`src/rtl/core/trapezoid_profile_point_timer_core_assert.svh`:
```
// Assertion macros shared by the point timer RTL
`ifndef TRAPEZOID_PROFILE_POINT_TIMER_CORE_ASSERT_SVH
`define TRAPEZOID_PROFILE_POINT_TIMER_CORE_ASSERT_SVH

// Same-cycle implication, masked during reset
`define TPPT_ASSERT_IMPLY(lbl, clk, rst_n, ante, cons) \
    lbl: assert property (@(posedge clk) disable iff (!rst_n) (ante) |-> (cons)) \
        else $error("point timer check failed");

// Next-cycle implication, masked during reset
`define TPPT_ASSERT_NEXT(lbl, clk, rst_n, ante, cons) \
    lbl: assert property (@(posedge clk) disable iff (!rst_n) (ante) |=> (cons)) \
        else $error("point timer check failed");

`endif

```
`src/rtl/core/tppt_pkg.sv`:
```
// Shared types, constants and register indexes of the point timer
package tppt_pkg;

    localparam int WORD_W        = 64;
    localparam int PROD_W        = 128;
    localparam int CFG_W         = 32;
    localparam int CFG_IDX_W     = 2;
    localparam int SEG_W         = 32;
    localparam int OUT_TIME_W    = 48;
    localparam int DIST_BITS_DEF = 32;
    localparam int TIME_BITS_DEF = 48;

    localparam logic [WORD_W-1:0] NS1     = 64'd1000000000;
    localparam logic [WORD_W-1:0] NS2     = 64'd1000000000000000000;
    localparam logic [WORD_W-1:0] BUMP_NS = 64'd1000000;

    localparam logic [CFG_IDX_W-1:0] REG_TOTAL_LENGTH = 2'd0;
    localparam logic [CFG_IDX_W-1:0] REG_CRUISE_SPEED = 2'd1;
    localparam logic [CFG_IDX_W-1:0] REG_ACCEL_RATE   = 2'd2;

    typedef struct packed {
        logic [SEG_W-1:0] segment_length;
        logic             first;
    } t_in_req;

    typedef struct packed {
        logic [OUT_TIME_W-1:0] time_ns;
        logic                  error;
    } t_out_req;

    // One pass of the arithmetic engine: (mul_a*mul_b + addend) [/ divisor] [sqrt]
    typedef struct packed {
        logic [WORD_W-1:0] mul_a;
        logic [WORD_W-1:0] mul_b;
        logic [WORD_W-1:0] addend;
        logic [WORD_W-1:0] divisor;
        logic              do_div;
        logic              do_sqrt;
        logic              round_up;
    } t_cmd;

endpackage

```
`src/rtl/core/tppt_mul.sv`:
```
// Bit-serial shift-add multiplier with preloaded addend
module tppt_mul import tppt_pkg::*; (
    input  logic              i_clk,
    input  logic              i_rst_n,
    input  logic              i_start,
    input  logic [WORD_W-1:0] i_a,
    input  logic [WORD_W-1:0] i_b,
    input  logic [WORD_W-1:0] i_add,
    output logic              o_done,
    output logic [PROD_W-1:0] o_prod
);
    localparam int CNT_W = $clog2(WORD_W);

    logic              r_busy;
    logic              r_done;
    logic [CNT_W-1:0]  r_cnt;
    logic [PROD_W-1:0] r_acc;
    logic [PROD_W-1:0] r_mcand;
    logic [WORD_W-1:0] r_mplier;

    // Run one multiplier bit per cycle
    always_ff @(posedge i_clk) begin
        if (!i_rst_n) begin
            r_busy <= 1'b0;
            r_done <= 1'b0;
            r_cnt  <= '0;
        end else begin
            r_done <= 1'b0;
            if (i_start) begin
                r_busy <= 1'b1;
                r_cnt  <= '0;
            end else if (r_busy) begin
                r_cnt <= r_cnt + 1'b1;
                if (r_cnt == CNT_W'(WORD_W - 1)) begin
                    r_busy <= 1'b0;
                    r_done <= 1'b1;
                end
            end
        end
    end

    // Accumulate shifted multiplicand
    always_ff @(posedge i_clk) begin
        if (i_start) begin
            r_acc    <= PROD_W'(i_add);
            r_mcand  <= PROD_W'(i_a);
            r_mplier <= i_b;
        end else if (r_busy) begin
            if (r_mplier[0]) begin
                r_acc <= r_acc + r_mcand;
            end
            r_mcand  <= r_mcand << 1;
            r_mplier <= r_mplier >> 1;
        end
    end

    assign o_done = r_done;
    assign o_prod = r_acc;
endmodule

```
`src/rtl/core/tppt_div.sv`:
```
// Restoring divider, one quotient bit per cycle
module tppt_div import tppt_pkg::*; (
    input  logic              i_clk,
    input  logic              i_rst_n,
    input  logic              i_start,
    input  logic [PROD_W-1:0] i_num,
    input  logic [WORD_W-1:0] i_dvs,
    output logic              o_done,
    output logic [PROD_W-1:0] o_quo
);
    localparam int CNT_W = $clog2(PROD_W);

    logic              r_busy;
    logic              r_done;
    logic [CNT_W-1:0]  r_cnt;
    logic [PROD_W-1:0] r_num;
    logic [WORD_W-1:0] r_rem;
    logic [WORD_W-1:0] r_dvs;
    logic [WORD_W:0]   w_shift;
    logic [WORD_W:0]   w_diff;
    logic              w_ge;

    // Bring down next numerator bit and trial-subtract
    assign w_shift = {r_rem, r_num[PROD_W-1]};
    assign w_diff  = w_shift - {1'b0, r_dvs};
    assign w_ge    = w_shift >= {1'b0, r_dvs};

    always_ff @(posedge i_clk) begin
        if (!i_rst_n) begin
            r_busy <= 1'b0;
            r_done <= 1'b0;
            r_cnt  <= '0;
        end else begin
            r_done <= 1'b0;
            if (i_start) begin
                r_busy <= 1'b1;
                r_cnt  <= '0;
            end else if (r_busy) begin
                r_cnt <= r_cnt + 1'b1;
                if (r_cnt == CNT_W'(PROD_W - 1)) begin
                    r_busy <= 1'b0;
                    r_done <= 1'b1;
                end
            end
        end
    end

    // Shift quotient bits into the numerator register
    always_ff @(posedge i_clk) begin
        if (i_start) begin
            r_num <= i_num;
            r_rem <= '0;
            r_dvs <= i_dvs;
        end else if (r_busy) begin
            r_rem <= w_ge ? w_diff[WORD_W-1:0] : w_shift[WORD_W-1:0];
            r_num <= {r_num[PROD_W-2:0], w_ge};
        end
    end

    assign o_done = r_done;
    assign o_quo  = r_num;
endmodule

```
`src/rtl/core/tppt_sqrt.sv`:
```
// Digit-by-digit integer square root, one root bit per cycle, optional round half up
module tppt_sqrt import tppt_pkg::*; (
    input  logic              i_clk,
    input  logic              i_rst_n,
    input  logic              i_start,
    input  logic [PROD_W-1:0] i_rad,
    input  logic              i_round,
    output logic              o_done,
    output logic [WORD_W-1:0] o_root
);
    localparam int CNT_W = $clog2(WORD_W);

    logic              r_busy;
    logic              r_fix;
    logic              r_done;
    logic [CNT_W-1:0]  r_cnt;
    logic [PROD_W-1:0] r_rad;
    logic [WORD_W+1:0] r_rem;
    logic [WORD_W-1:0] r_root;
    logic              r_round;
    logic [WORD_W+1:0] w_cur;
    logic [WORD_W+1:0] w_trial;
    logic              w_ge;
    logic              w_inc;

    // Bring down two radicand bits, try root*4+1
    assign w_cur   = {r_rem[WORD_W-1:0], r_rad[PROD_W-1 -: 2]};
    assign w_trial = {r_root, 2'b01};
    assign w_ge    = w_cur >= w_trial;
    // Round up when remainder exceeds root, unless the root is all ones
    assign w_inc   = r_round && (r_rem > {2'b00, r_root}) && (r_root != '1);

    always_ff @(posedge i_clk) begin
        if (!i_rst_n) begin
            r_busy <= 1'b0;
            r_fix  <= 1'b0;
            r_done <= 1'b0;
            r_cnt  <= '0;
        end else begin
            r_done <= 1'b0;
            r_fix  <= 1'b0;
            if (i_start) begin
                r_busy <= 1'b1;
                r_cnt  <= '0;
            end else if (r_busy) begin
                r_cnt <= r_cnt + 1'b1;
                if (r_cnt == CNT_W'(WORD_W - 1)) begin
                    r_busy <= 1'b0;
                    r_fix  <= 1'b1;
                end
            end else if (r_fix) begin
                r_done <= 1'b1;
            end
        end
    end

    always_ff @(posedge i_clk) begin
        if (i_start) begin
            r_rad   <= i_rad;
            r_rem   <= '0;
            r_root  <= '0;
            r_round <= i_round;
        end else if (r_busy) begin
            r_rad  <= r_rad << 2;
            r_rem  <= w_ge ? (w_cur - w_trial) : w_cur;
            r_root <= {r_root[WORD_W-2:0], w_ge};
        end else if (r_fix && w_inc) begin
            r_root <= r_root + 1'b1;
        end
    end

    assign o_done = r_done;
    assign o_root = r_root;
endmodule

```
`src/rtl/core/tppt_arith.sv`:
```
// Arithmetic engine: chains the serial multiplier, divider and square root
module tppt_arith import tppt_pkg::*; (
    input  logic              i_clk,
    input  logic              i_rst_n,
    input  logic              i_start,
    input  t_cmd              i_cmd,
    output logic              o_done,
    output logic [PROD_W-1:0] o_res
);
    logic              r_do_div;
    logic              r_do_sqrt;
    logic              r_round;
    logic [WORD_W-1:0] r_divisor;
    logic              r_done;
    logic [PROD_W-1:0] r_res;

    logic              w_mul_done;
    logic [PROD_W-1:0] w_prod;
    logic              w_div_start;
    logic              w_div_done;
    logic [PROD_W-1:0] w_quo;
    logic              w_sqrt_start;
    logic              w_sqrt_done;
    logic [WORD_W-1:0] w_root;
    logic              w_fin;

    // Hand each stage's result to the next one the command asks for
    assign w_div_start  = w_mul_done & r_do_div;
    assign w_sqrt_start = (w_mul_done & ~r_do_div & r_do_sqrt) | (w_div_done & r_do_sqrt);
    assign w_fin        = (w_mul_done & ~r_do_div & ~r_do_sqrt)
                        | (w_div_done & ~r_do_sqrt) | w_sqrt_done;

    tppt_mul u_mul (
        .i_clk   (i_clk),
        .i_rst_n (i_rst_n),
        .i_start (i_start),
        .i_a     (i_cmd.mul_a),
        .i_b     (i_cmd.mul_b),
        .i_add   (i_cmd.addend),
        .o_done  (w_mul_done),
        .o_prod  (w_prod)
    );

    tppt_div u_div (
        .i_clk   (i_clk),
        .i_rst_n (i_rst_n),
        .i_start (w_div_start),
        .i_num   (w_prod),
        .i_dvs   (r_divisor),
        .o_done  (w_div_done),
        .o_quo   (w_quo)
    );

    tppt_sqrt u_sqrt (
        .i_clk   (i_clk),
        .i_rst_n (i_rst_n),
        .i_start (w_sqrt_start),
        .i_rad   (r_do_div ? w_quo : w_prod),
        .i_round (r_round),
        .o_done  (w_sqrt_done),
        .o_root  (w_root)
    );

    // Hold the command flags for the later stages
    always_ff @(posedge i_clk) begin
        if (i_start) begin
            r_do_div  <= i_cmd.do_div;
            r_do_sqrt <= i_cmd.do_sqrt;
            r_round   <= i_cmd.round_up;
            r_divisor <= i_cmd.divisor;
        end
    end

    always_ff @(posedge i_clk) begin
        if (!i_rst_n) begin
            r_done <= 1'b0;
        end else begin
            r_done <= w_fin;
        end
    end

    // Capture the final value of the pass
    always_ff @(posedge i_clk) begin
        if (w_sqrt_done) begin
            r_res <= PROD_W'(w_root);
        end else if (w_div_done) begin
            r_res <= w_quo;
        end else if (w_mul_done) begin
            r_res <= w_prod;
        end
    end

    assign o_done = r_done;
    assign o_res  = r_res;
endmodule

```
`config.mk`:
```
export PLATFORM = sky130hd
export DESIGN_NAME = tppt_arith
export DESIGN_NICKNAME = d
export VERILOG_FILES = /design/src/rtl/core/trapezoid_profile_point_timer_core_assert.svh /design/src/rtl/core/tppt_pkg.sv /design/src/rtl/core/tppt_mul.sv /design/src/rtl/core/tppt_div.sv /design/src/rtl/core/tppt_sqrt.sv /design/src/rtl/core/tppt_arith.sv
export SDC_FILE = /design/constraint.sdc
export NUM_CORES = 2
export LEC_CHECK = 0
export BUFFER_PORTS_ARGS = -buffer_cell sky130_fd_sc_hd__buf_4
export CAP_MARGIN = 10
export CORE_MARGIN = 3
export CORE_UTILIZATION = 50
export CTS_BUF_LIST = sky130_fd_sc_hd__clkbuf_4 sky130_fd_sc_hd__clkbuf_8
export DETAILED_ROUTE_END_ITERATION = 12
export PLACE_DENSITY_LB_ADDON = 0.12
export SETUP_SLACK_MARGIN = 0.2
export SYNTH_ARGS = -nofsm -noshare
export SYNTH_HDL_FRONTEND = slang
export SYNTH_SLANG_ARGS = --single-unit
```
`constraint.sdc`:
```
create_clock -name i_clk -period 5.1 [get_ports i_clk]
set_input_delay 1.02 -clock i_clk [delete_from_list [all_inputs] [get_ports i_clk]]
set_output_delay 1.02 -clock i_clk [all_outputs]
set_load 0.05 [all_outputs]
```
==> results.toml <==
[route]
post_drt_via_cell_ratio = 5.84
drt_drc_violations_left = 0
wl_per_cell_um = 21.1
post_route_antenna_net_violation_count = 0
postRouteWirelength_mm = 179
detail_route.iter0.violations = 4816
drtPass1Iterations = 6
routed-via-count = 49639

[clock_tree]
post_cts_buffers = 0
cts.clk_slew.worst_paths_ns = 0.07
ctsRootBufferMaster = "sky130_fd_sc_hd__clkbuf_8"
cts_repair_resize_count = 0
hold_buffers = 0
cts-root-to-sink-buffers = 3
worst_skew_pair.late_latency_ns = 0.90
cts.sinks = 1057
htreeDepth = 4
cts_tree = "yes"
numCtsBuffers = 180

[critical_path]
cp_max_fo = 4
timing.critical_path.slowest_stage_cell = "sky130_fd_sc_hd__a2111oi_0"
family_with_the_most_delay_on_the_worst_path = "compound AO/OA/AOI/OAI gates"
worst_ep_required_time_ns = 5.88
max_stage_delay_ns = 0.69
crit_path_start_kind = "flop"
timing_worst_setup_path_type = "reg -> reg"
critical_path_arrival_ns = 5.25
crit_buf_inv = 1
crit_path_cell_chain = "ha_1, inv_1, fa_1, nor2b_1, o2111ai_1, a2111oi_0, nor3_1, nor2_1, nor2_1, o21ai_0, a311oi_1, o21ai_0, xor2_1, nand2_1, a21oi_1"
timing.critical_path.to_type = "flop"

[placed_design]
dp.final_hpwl_mm = 129
routabilityCongestion = 0.941
placement_stage_cell_area_um2 = 64100
buffer_ports.inserted = 390
place_inst = 8169

[synth]
syn_inst = 6509
yosys_register_bits = 1057
post-synth-top-count-cell = "sky130_fd_sc_hd__nand2_1"
netlist_area_um2 = 60100
yosys_warnings = 0
synth_largest_type_area_fraction_pct = 32.2
yosysUniqueCellTypes = 89
post-synth-top-area-cell = "sky130_fd_sc_hd__edfxtp_1"
synthTopCellsByCount = "sky130_fd_sc_hd__nand2_1 (1,034), sky130_fd_sc_hd__edfxtp_1 (644), sky130_fd_sc_hd__a21oi_1 (595), sky130_fd_sc_hd__o21ai_0 (565), sky130_fd_sc_hd__nor2_1 (542)"
synth_edf_count = 644
synth_seq_area_share_pct = 45.9
synthesis.area_per_instance_um2 = 9.24
synth-main-ff-cell = "sky130_fd_sc_hd__edfxtp_1"
synth-async-reset-ratio_pct = 0
yosys-top-cells-area = "sky130_fd_sc_hd__edfxtp_1 (32%), sky130_fd_sc_hd__dfxtp_1 (14%), sky130_fd_sc_hd__mux2i_1 (6.5%), sky130_fd_sc_hd__nand2_1 (6.5%), sky130_fd_sc_hd__ha_1 (5.5%)"
synth_fp_nets = 7035

[pwr]
power_frac_seq_pct = 40.9
switching_share_pct = 32.3
total_switching_power_mw = 8.08
p_int_mw = 16.9
power_per_standard_cell_area_nw_per_um2 = 368
peakVddDrop_mv = 0.295
logic_pwr_share_pct = 26.5
power_leakage_nw = 27.2
power_share_of_the_clock_group_pct = 32.6

[cells_and_area]
post_layout_nonfiller_instances = 8507
layout-drive-gt1-share_pct = 14.1
fin_util_pct = 57.3
post_route_cell_area_um2 = 68000
layout-area-overhead-vs-synth_pct = 13.0
layout.nets = 7277

[timing]
fin_crit_sh_pct = 87.6
fin_tns_setup_ns = 0
min_period_ns = 4.47
rsz0062_at_grt = "no"
max_clock_freq_mhz = 224
report.final.setup_viol = 0
relSlewSlack_pct = 23.3
finalClockSkew_ns = 0.0438
worst_pin_slew_ns = 1.15
finalHoldViolations = 0
maxSlewViolCount = 0
final.hold.worst_slack_ns = 0.300

[global_routing]
all_layer_global_routing_usage_pct = 28.1
grt_pass1_wl_mm = 278
antenna_found_initial = 8
first_global_vias = 47769
grt_max_degree = 210
grt-ovfl-total = 0

[floorplan]
row_count = 126
chipWidth_um = 353
starting_density_of_the_core_pct = 50.6
io_pins = 391
floorplan.die_area_um2 = 124000
chipHeight_um = 353
core-area_um2 = 119000

[hold_path]
worstHoldPathType = "in -> reg"

[run]
max_capacitance_violation_count = 0

[outcome]
outcome = "finished clean"
[cells in the final DEF (no fill, tap or decap), drive strengths merged, types with 15 or more instances in the layout]
| master | count |
|---|---|
| a211oi | 95 |
| a21boi | 15 |
| a21o | 133 |
| a21oi | 597 |
| a31oi | 28 |
| and3 | 17 |
| buf | 460 |
| clkbuf | 284 |
| clkinv | 38 |
| dfxtp | 413 |
| edfxtp | 644 |
| ha | 262 |
| inv | 225 |
| mux2 | 133 |
| mux2i | 389 |
| nand2 | 1035 |
| nand2b | 19 |
| nand3 | 61 |
| nand4 | 134 |
| nor2 | 542 |
| nor2b | 26 |
| nor3 | 86 |
| nor4 | 32 |
| o211ai | 40 |
| o21a | 45 |
| o21ai | 590 |
| o21bai | 68 |
| o311ai | 26 |
| o31ai | 24 |
| or2 | 15 |
| or3 | 22 |
| xnor2 | 150 |
| xor2 | 116 |
[per-layer routing]
layer	vias up	GRT usage [%]	share of wire, %
met4	0	9.78	3.2
met2	1736	43.9	45
li1	23916	-	-
met3	282	4.94	7.3
met5	-	0	0
met1	23705	39.3	45
[path summary, 6_finish.rpt]
check / cells past startpoint / from / slack (ns) / end
worst max register to register: 15 / u_mul.o_prod[0]$_DFFE_PP_ / 0.63 / u_mul.o_prod[64]$_SDFFE_PP0P_
worst max-delay path: 15 / u_mul.o_prod[0]$_DFFE_PP_ / 0.63 / u_mul.o_prod[64]$_SDFFE_PP0P_
worst min register to register: 0 / r_divisor[36]$_DFFE_PP_ / 0.40 / u_div.r_dvs[36]$_DFFE_PP_
worst min-delay path: 1 / i_cmd[4] / 0.30 / r_divisor[1]$_DFFE_PP_
[power by group through the flow]
stage / sequential, mW / combinational [mW] / clock [mW]
2_1_floorplan: 10.2 / 4.80 / 0
3_3_place_gp: 10.4 / 6.47 / 0
3_5_place_dp: 10.4 / 6.50 / 0
4_1_cts: 10.2 / 6.54 / 8.32
5_1_grt: 10.3 / 7.33 / 8.69
6_report: 10.2 / 6.61 / 8.15
[cell type report]
| class | count | area, µm² |
|---|---|---|
| Inverter | 222 | 851 |
| Clock inverter | 51 | 427 |
| Tap cell | 1600 | 2000 |
| Timing Repair Buffer | 460 | 3540 |
| Fill cell | 10651 | 50700 |
| Clock buffer | 284 | 3400 |
| Multi-Input combinational cell | 4830 | 30100 |
| Sequential cell | 1057 | 27600 |
| Antenna cell | 3 | 7.51 |
[stage by stage]
| stage | power, mW | setup WS [ns] |
|---|---|---|
| after global placement | 16.8 | 0.772 |
| after global routing | 26.3 | 0.266 |
| after CTS | 25.1 | 0.713 |
| after detailed placement | 16.9 | 0.761 |
| after floorplan | 15.0 | 1.08 |
| final | 25.0 | 0.631 |
[flip-flops by register name (all words and copies together), names as in the netlist, 6 cells and up]
name and count:
u_sqrt.o_root 64, u_mul.r_cnt 6, u_div.o_quo 128, u_sqrt.r_cnt 6, u_sqrt.r_rem 66, u_sqrt.r_rad 128
r_divisor 64, u_mul.o_prod 128, u_mul.r_mplier 64, u_div.r_cnt 7, u_div.r_dvs 64, o_res 128
u_div.r_rem 64, u_mul.r_mcand 128
[logic make-up (layout without fill, tap and decap cells)]
group,count (synthesis),in the layout,synth area share (%)
DFF,1057,1057,45.9
other,0,3,0
muxes,522,522,8.97
adders and majority gates,264,264,5.52
and+or+nand+nor,2027,2027,14.4
AOI/OAI and AO/OA,1751,1751,17.3
xor gates and xnor gates,266,266,3.88
buffers and inverters,622,1017,4.04
Note: power is estimated with default switching activity, not from simulation.
